`src/hdl/led_enc_pkg.sv`:
```
// ============================================================================
// led_enc_pkg
// Register map, reset values and segment step codes of the LED serial encoder.
// ============================================================================
package led_enc_pkg;

    // Configuration register indexes (byte address = 4 * index)
    localparam logic [2:0] REG_ZERO_HIGH  = 3'd0;
    localparam logic [2:0] REG_ONE_HIGH   = 3'd1;
    localparam logic [2:0] REG_BIT_PERIOD = 3'd2;
    localparam logic [2:0] REG_LATCH_LOW  = 3'd3;
    localparam logic [2:0] REG_BRIGHTNESS = 3'd4;
    localparam logic [2:0] REG_BLANK      = 3'd5;

    localparam int PADDR_W  = 5;
    localparam int TIME_W   = 10;
    localparam int LATCH_W  = 16;
    localparam int BRIGHT_W = 9;
    localparam int COLOR_W  = 8;
    localparam int PIXEL_W  = 3 * COLOR_W;

    localparam logic [TIME_W-1:0]   RST_ZERO_HIGH  = 10'd40;
    localparam logic [TIME_W-1:0]   RST_ONE_HIGH   = 10'd80;
    localparam logic [TIME_W-1:0]   RST_BIT_PERIOD = 10'd125;
    localparam logic [LATCH_W-1:0]  RST_LATCH_LOW  = 16'd8000;
    localparam logic [BRIGHT_W-1:0] RST_BRIGHTNESS = 9'd51;

    // Rounding offset and saturation limit of the brightness scaler
    localparam logic [17:0] ROUND_HALF = 18'd128;
    localparam logic [9:0]  COLOR_MAX  = 10'd255;

    // Segment steps of one pixel: leading latch, 24 data bits, trailing latch
    typedef logic [4:0] step_t;
    localparam step_t STEP_LEAD      = 5'd0;
    localparam step_t STEP_FIRST_BIT = 5'd1;
    localparam step_t STEP_LAST_BIT  = 5'd24;
    localparam step_t STEP_TRAIL     = 5'd25;

endpackage

```
`src/hdl/led_serial_pixel_encoder_top.sv`:
```
// ============================================================================
// led_serial_pixel_encoder_top
// Turns pixels into timed pulse segments for a one-wire serial LED chain.
// ============================================================================
// Each pixel word (red, green, blue, last-of-frame on tlast) is scaled by the
// brightness register as (v*brightness + 128) >> 8, saturated at 255, or
// forced to zero while blank is set. It then leaves as 24 segment words, green,
// red, blue, MSB first; each word gives the high time (one_high_cycles or
// zero_high_cycles) and the low time (bit period minus high, floored at zero).
// A latch word (high 0, low latch_low_cycles, tuser 1) precedes the first pixel
// of a frame and follows the pixel that carries tlast. The master tlast marks
// the last segment word of each pixel. The segment sequencer emits one word per
// cycle when the output is not stalled, and a pixel gives 24 to 26 words;
// a one-pixel input register lets the next pixel in while the current one is
// still being sent. Configure only while the block is idle.
module led_serial_pixel_encoder_top
(
    input  logic                              clk,
    input  logic                              rst_n,
    // APB configuration port
    input  logic                              psel,
    input  logic                              penable,
    input  logic                              pwrite,
    input  logic [led_enc_pkg::PADDR_W-1:0]   paddr,
    input  logic [31:0]                       pwdata,
    output logic [31:0]                       prdata,
    output logic                              pready,
    // Pixel input
    input  logic                              s_tvalid,
    output logic                              s_tready,
    input  logic [23:0]                       s_tdata,  // red[7:0], green[15:8], blue[23:16]
    input  logic                              s_tlast,  // last_pixel
    // Segment output
    output logic                              m_tvalid,
    input  logic                              m_tready,
    output logic [31:0]                       m_tdata,  // high_cycles[9:0], low_cycles[25:10]
    output logic                              m_tuser,  // is_latch
    output logic                              m_tlast   // run_end
);
    import led_enc_pkg::*;

    // ------------------------------------------------------------------
    // Configuration registers
    // ------------------------------------------------------------------
    logic [TIME_W-1:0]   zero_high_reg;
    logic [TIME_W-1:0]   one_high_reg;
    logic [TIME_W-1:0]   bit_period_reg;
    logic [LATCH_W-1:0]  latch_low_reg;
    logic [BRIGHT_W-1:0] brightness_reg;
    logic                blank_reg;

    logic       cfg_wr;
    logic [2:0] cfg_idx;

    assign pready  = 1'b1;
    assign cfg_wr  = psel && penable && pwrite && pready;
    assign cfg_idx = paddr[PADDR_W-1:2];

    always_ff @(posedge clk or negedge rst_n)
    begin
        if (!rst_n)
        begin
            zero_high_reg  <= RST_ZERO_HIGH;
            one_high_reg   <= RST_ONE_HIGH;
            bit_period_reg <= RST_BIT_PERIOD;
            latch_low_reg  <= RST_LATCH_LOW;
            brightness_reg <= RST_BRIGHTNESS;
            blank_reg      <= 1'b0;
        end
        else if (cfg_wr)
        begin
            // Writes beyond the register list fall through and are dropped
            unique case (cfg_idx)
                REG_ZERO_HIGH:  zero_high_reg  <= pwdata[TIME_W-1:0];
                REG_ONE_HIGH:   one_high_reg   <= pwdata[TIME_W-1:0];
                REG_BIT_PERIOD: bit_period_reg <= pwdata[TIME_W-1:0];
                REG_LATCH_LOW:  latch_low_reg  <= pwdata[LATCH_W-1:0];
                REG_BRIGHTNESS: brightness_reg <= pwdata[BRIGHT_W-1:0];
                REG_BLANK:      blank_reg      <= pwdata[0];
                default:        ;
            endcase
        end
    end

    always_comb
    begin
        unique case (cfg_idx)
            REG_ZERO_HIGH:  prdata = {22'd0, zero_high_reg};
            REG_ONE_HIGH:   prdata = {22'd0, one_high_reg};
            REG_BIT_PERIOD: prdata = {22'd0, bit_period_reg};
            REG_LATCH_LOW:  prdata = {16'd0, latch_low_reg};
            REG_BRIGHTNESS: prdata = {23'd0, brightness_reg};
            REG_BLANK:      prdata = {31'd0, blank_reg};
            default:        prdata = 32'd0;
        endcase
    end

    // ------------------------------------------------------------------
    // Pixel input register
    // ------------------------------------------------------------------
    logic [PIXEL_W-1:0] pix_data_reg;
    logic               pix_last_reg;
    logic               pix_valid_reg;

    // Sequencer state
    logic [PIXEL_W-1:0] bits_reg;       // GRB, next bit to send at the MSB
    step_t              step_reg;
    step_t              end_step_reg;
    logic               seq_busy_reg;
    logic               frame_open_reg;

    // Output register
    logic               out_valid_reg;
    logic [TIME_W-1:0]  out_high_reg;
    logic [LATCH_W-1:0] out_low_reg;
    logic               out_latch_reg;
    logic               out_end_reg;

    logic emit;
    logic seq_done;
    logic seq_load;

    assign emit     = seq_busy_reg && (!out_valid_reg || m_tready);
    assign seq_done = emit && (step_reg == end_step_reg);
    assign seq_load = pix_valid_reg && (!seq_busy_reg || seq_done);
    assign s_tready = !pix_valid_reg || seq_load;

    always_ff @(posedge clk or negedge rst_n)
    begin
        if (!rst_n)
        begin
            pix_valid_reg <= 1'b0;
        end
        else if (s_tvalid && s_tready)
        begin
            pix_valid_reg <= 1'b1;
        end
        else if (seq_load)
        begin
            pix_valid_reg <= 1'b0;
        end
    end

    always_ff @(posedge clk)
    begin
        if (s_tvalid && s_tready)
        begin
            pix_data_reg <= s_tdata;
            pix_last_reg <= s_tlast;
        end
    end

    // ------------------------------------------------------------------
    // Brightness scaling of the held pixel
    // ------------------------------------------------------------------
    function automatic logic [COLOR_W-1:0] scale_color
    (
        input logic [COLOR_W-1:0]  v,
        input logic [BRIGHT_W-1:0] b,
        input logic                blk
    );
        logic [17:0] prod;
        logic [9:0]  rounded;
        prod    = 18'(v) * 18'(b) + ROUND_HALF;
        rounded = prod[17:8];
        if (blk)
            return '0;
        else if (rounded > COLOR_MAX)
            return COLOR_MAX[COLOR_W-1:0];
        else
            return rounded[COLOR_W-1:0];
    endfunction

    logic [COLOR_W-1:0] red_s;
    logic [COLOR_W-1:0] green_s;
    logic [COLOR_W-1:0] blue_s;

    assign red_s   = scale_color(pix_data_reg[7:0],   brightness_reg, blank_reg);
    assign green_s = scale_color(pix_data_reg[15:8],  brightness_reg, blank_reg);
    assign blue_s  = scale_color(pix_data_reg[23:16], brightness_reg, blank_reg);

    // ------------------------------------------------------------------
    // Segment sequencer: one segment word per cycle while the output is not stalled
    // ------------------------------------------------------------------
    logic               seg_latch;
    logic [TIME_W-1:0]  seg_high;
    logic [TIME_W-1:0]  bit_high;
    logic [TIME_W-1:0]  bit_low;
    logic [LATCH_W-1:0] seg_low;

    assign seg_latch = (step_reg == STEP_LEAD) || (step_reg == STEP_TRAIL);
    assign bit_high  = bits_reg[PIXEL_W-1] ? one_high_reg : zero_high_reg;
    // Floor the low time at zero when high outlasts the period
    assign bit_low   = (bit_period_reg > bit_high) ? (bit_period_reg - bit_high) : '0;
    assign seg_high  = seg_latch ? '0 : bit_high;
    assign seg_low   = seg_latch ? latch_low_reg : {{(LATCH_W-TIME_W){1'b0}}, bit_low};

    always_ff @(posedge clk or negedge rst_n)
    begin
        if (!rst_n)
        begin
            seq_busy_reg   <= 1'b0;
            frame_open_reg <= 1'b0;
            step_reg       <= STEP_LEAD;
            end_step_reg   <= STEP_LAST_BIT;
        end
        else if (seq_load)
        begin
            // Open a frame with a latch word unless one is already running
            seq_busy_reg   <= 1'b1;
            step_reg       <= frame_open_reg ? STEP_FIRST_BIT : STEP_LEAD;
            end_step_reg   <= pix_last_reg ? STEP_TRAIL : STEP_LAST_BIT;
            frame_open_reg <= !pix_last_reg;
        end
        else if (seq_done)
        begin
            seq_busy_reg <= 1'b0;
        end
        else if (emit)
        begin
            step_reg <= step_reg + step_t'(1);
        end
    end

    always_ff @(posedge clk)
    begin
        if (seq_load)
        begin
            bits_reg <= {green_s, red_s, blue_s};
        end
        else if (emit && !seg_latch)
        begin
            bits_reg <= {bits_reg[PIXEL_W-2:0], 1'b0};
        end
    end

    // ------------------------------------------------------------------
    // Output register
    // ------------------------------------------------------------------
    always_ff @(posedge clk or negedge rst_n)
    begin
        if (!rst_n)
        begin
            out_valid_reg <= 1'b0;
        end
        else if (emit)
        begin
            out_valid_reg <= 1'b1;
        end
        else if (m_tready)
        begin
            out_valid_reg <= 1'b0;
        end
    end

    always_ff @(posedge clk)
    begin
        if (emit)
        begin
            out_high_reg  <= seg_high;
            out_low_reg   <= seg_low;
            out_latch_reg <= seg_latch;
            out_end_reg   <= (step_reg == end_step_reg);
        end
    end

    assign m_tvalid = out_valid_reg;
    assign m_tdata  = {6'd0, out_low_reg, out_high_reg};
    assign m_tuser  = out_latch_reg;
    assign m_tlast  = out_end_reg;

    // ------------------------------------------------------------------
    // Assertions
    // ------------------------------------------------------------------
    a_latch_no_high: assert property (@(posedge clk) disable iff (!rst_n)
        m_tvalid && m_tuser |-> m_tdata[TIME_W-1:0] == '0)
        else $error("latch word carries a high time");

    a_step_in_range: assert property (@(posedge clk) disable iff (!rst_n)
        seq_busy_reg |-> step_reg <= end_step_reg)
        else $error("sequencer ran past the end of its pixel");

    a_load_starts: assert property (@(posedge clk) disable iff (!rst_n)
        seq_load |=> seq_busy_reg && (step_reg == STEP_LEAD || step_reg == STEP_FIRST_BIT))
        else $error("pixel load did not start the sequencer");

    a_last_closes: assert property (@(posedge clk) disable iff (!rst_n)
        seq_load && pix_last_reg |=> !frame_open_reg && end_step_reg == STEP_TRAIL)
        else $error("last pixel did not close the frame");

endmodule
```
`config.mk`:
```
export PLATFORM = sky130hd
export DESIGN_NAME = led_serial_pixel_encoder_top
export DESIGN_NICKNAME = d
export VERILOG_FILES = /design/src/hdl/led_enc_pkg.sv /design/src/hdl/led_serial_pixel_encoder_top.sv
export SDC_FILE = /design/constraint.sdc
export NUM_CORES = 1
export LEC_CHECK = 0
export ABC_AREA = 1
export BUFFER_PORTS_ARGS = -buffer_cell sky130_fd_sc_hd__buf_2
export CAP_MARGIN = 5
export CORE_ASPECT_RATIO = 2
export CORE_MARGIN = 10
export CORE_UTILIZATION = 45
export CTS_CLUSTER_DIAMETER = 60
export CTS_CLUSTER_SIZE = 24
export DETAILED_ROUTE_END_ITERATION = 8
export PLACE_DENSITY = 0.6
export SYNTH_ARGS = -nofsm -noshare
export SYNTH_HDL_FRONTEND = slang
export SYNTH_SLANG_ARGS = --single-unit
```
`constraint.sdc`:
```
create_clock -name clk -period 14.7 [get_ports clk]
set_input_delay 1.47 -clock clk [delete_from_list [all_inputs] [get_ports clk]]
set_output_delay 1.47 -clock clk [all_outputs]
set_load 0.005 [all_outputs]
```
==> metrics.yaml <==
run_status:
  status: "finished clean"
timing:
  maxSlewViolCount: 0
  relSlewSlack_pct: 24.6
  fin_skew_ns: 0.00877
  grt_setup_unrepaired: "no"
  worst_pin_slew_ns: 1.13
  setup_tns_ns: 0
  max_clock_freq_mhz: 188
  period_needed_ns: 5.31
  hold_violations: 0
  setup-violations-final: 0
  min_period_over_period_pct: 36.1
  fin_hold_ws_ns: 0.489
cts:
  cts_buffer_depth: 2
  cts_resized: 0
  path_clk_slew_ns: 0.07
  post-cts-setup-buffers: 0
  cts_sinks: 143
  cts_tree: "done"
  clk_latency_ns: 0.45
  htree_levels: 4
  cts_hold_buf: 0
  root_buffer: "clkbuf_16"
  numCtsBuffers: 17
grt:
  antenna_found_initial: 1
  grt_pass1_vias: 12500
  grt_usage_pct: 19.6
  grt_max_degree: 67
  grt_pass1_wl_um: 62500
  overflow: 0
layout:
  final_cells: 2363
  n_fill_cell: 3145
  fin_nets: 2262
  seq_area_mm2: 0.00399
  multi_input_area_mm2: 0.00845
  antenna_cells: 0
  mostFrequentLayoutCells: "nand2_1 (578), inv_1 (443), ha_1 (142)"
  drive_above_1_share_pct: 8.45
  final_util_pct: 49.8
  areaGrowthSynthToFinish_pct: 8.71
  layout_commonest_cell: "nand2_1"
route:
  vias: 11700
  detail_route.wirelength_um: 38100
  wl_per_cell_um: 16.1
  drtIter0Drc: 528
  drc: 0
  viasPerCell: 4.94
  first_pass_iters: 4
  drtAntennaViolNets: 0
hold_path:
  holdPathStages: 2
  hold_path_class: "register to register"
worst_setup_path:
  slowest_delay_ns: 1.09
  worstPathMaxFanout: 26
  critPathCaptureType: "register"
  critPathSlowestCell: "dfrtp_1"
  r2r_cells: 19
  cp_top_family: "adder cells"
  path_cells: "nand2_1 -> inv_1 -> fa_1 -> fa_1 -> fa_1 -> inv_1 -> fa_1 -> inv_1 -> ha_1 -> nand2_1 -> nand2_1 -> a21oi_1 -> nor2_1 -> nor2_1 -> nand2_1 -> nand2_1 -> nand3_1 -> o21bai_1 -> nand2_1"
  critPathBufInv: 3
  cp_num_cells: 19
  path_class: "register to register"
  cp-start-kind: "register"
  cp.required_ns: 14.90
  worst_ep_arrival_time_ns: 5.51
  cp_common_cell: "nand2_1"
power_and_ir_drop:
  power_density_mw_per_mm2: 162
  p_total_mw: 2.55
  leakage_nw: 9.54
  irDropWorstVdd_mv: 0.0964
logic_synthesis:
  synth_enable_flop_cells: 77
  synth_seq_cells: 143
  synth_compound_area_share_pct: 6.43
  synthArstFlopShare_pct: 46.2
  synth-adder-area-share_pct: 29.4
  yosysWarnings: 0
  yosysUniqueCellTypes: 44
  syn_inst: 1875
  synth.avg_cell_area_um2: 7.73
  synth_top_family_by_area: "adder cells"
  ys_seq_area_share_pct: 27.5
  yosys_most_used_dff: "edfxtp_1"
  synth_area_mm2: 0.0145
  synth.area.mux_share_pct: 0.138
  synth_xor_area_share_pct: 1.51
  synth-simple-area-share_pct: 20.3
flow_run:
  cap_violations: 0
die:
  core_mm2: 0.0317
  fp.dieW_um: 147
  die_y_um: 274
  num_rows: 92
  start_util_pct: 45.8
  ioPinCount: 138
  die_area_mm2: 0.0402
place:
  dp.cells: 2331
  dpl.hpwl_um: 30200
  place_congestion: 0.947
  portBuffers: 96
[metrics by stage]
step,worst slack [ns],cell area (µm²)
6_report,9.39,15800
5_1_grt,8.97,15800
4_1_cts,9.35,15800
3_5_place_dp,9.36,15200
3_3_place_gp,9.44,15200
2_1_floorplan,9.89,14600
[area by class of cell]
type / instances / share of cell area [%]
Clock buffer: 18 / 2.72
Tap cell: 423 / 3.36
Multi-Input combinational cell: 1214 / 53.7
Clock inverter: 14 / 0.810
Inverter: 447 / 10.7
Sequential cell: 143 / 25.3
Timing Repair Buffer: 104 / 3.43
[final timing paths]
kind                                                from                       endpoint  slack (ns)
max                        brightness_reg[6]$_DFFE_PN0P_          bits_reg[8]$_DFFE_PP_        9.39
min                          one_high_reg[7]$_DFFE_PN0P_    one_high_reg[7]$_DFFE_PN0P_        0.49
max reg2reg                brightness_reg[6]$_DFFE_PN0P_          bits_reg[8]$_DFFE_PP_        9.39
min reg2reg                  one_high_reg[7]$_DFFE_PN0P_    one_high_reg[7]$_DFFE_PN0P_        0.49
max in group asynchronous                          rst_n  brightness_reg[3]$_DFFE_PN0P_       12.89
min in group asynchronous                          rst_n    one_high_reg[9]$_DFFE_PN0P_        1.20
[cells by family after synthesis]
group | after synthesis
and+or+nand+nor | 737
buffers and inverters | 539
adders and majority gates | 266
AOI/OAI and AO/OA | 161
DFF | 143
xor gates and xnor gates | 25
other | 2
muxes | 2
[tightest hold or removal path, stage by stage, from the launching register on]
cell	delay, ns
dfrtp_1	0.35
nand2_1	0.05
o21ai_0	0.06
[where the power goes]
group | switching [mW] | internal (mW)
sequential | 0.0899 | 0.536
combinational | 0.953 | 0.553
clock | 0.199 | 0.222
[cell usage after synthesis, types with 16 or more instances]
library cell | count | area [µm²]
buf_4 | 24 | 180
dfstp_2 | 20 | 526
nand2_1 | 578 | 2170
inv_1 | 443 | 1660
o21bai_1 | 16 | 120
o21ai_0 | 67 | 335
clkbuf_1 | 64 | 240
nor2_1 | 81 | 304
ha_1 | 142 | 1780
edfxtp_1 | 77 | 2310
nand3_1 | 41 | 205
a21oi_1 | 42 | 210
nand4_1 | 19 | 119
fa_1 | 124 | 2480
dfrtp_1 | 46 | 1150
[layer usage]
layer  share of wire [%]  wire [µm]  vias to the layer above  track usage, %
met4                 4.8       1820                        2            10.7
li1                    -          -                     5712               -
met2                  58      22100                      256            39.4
met5               0.021          8                        -               0
met1                  34      12800                     5593            18.0
met3                 3.6       1370                      102            3.15
Power figures use the tool's default switching activity.
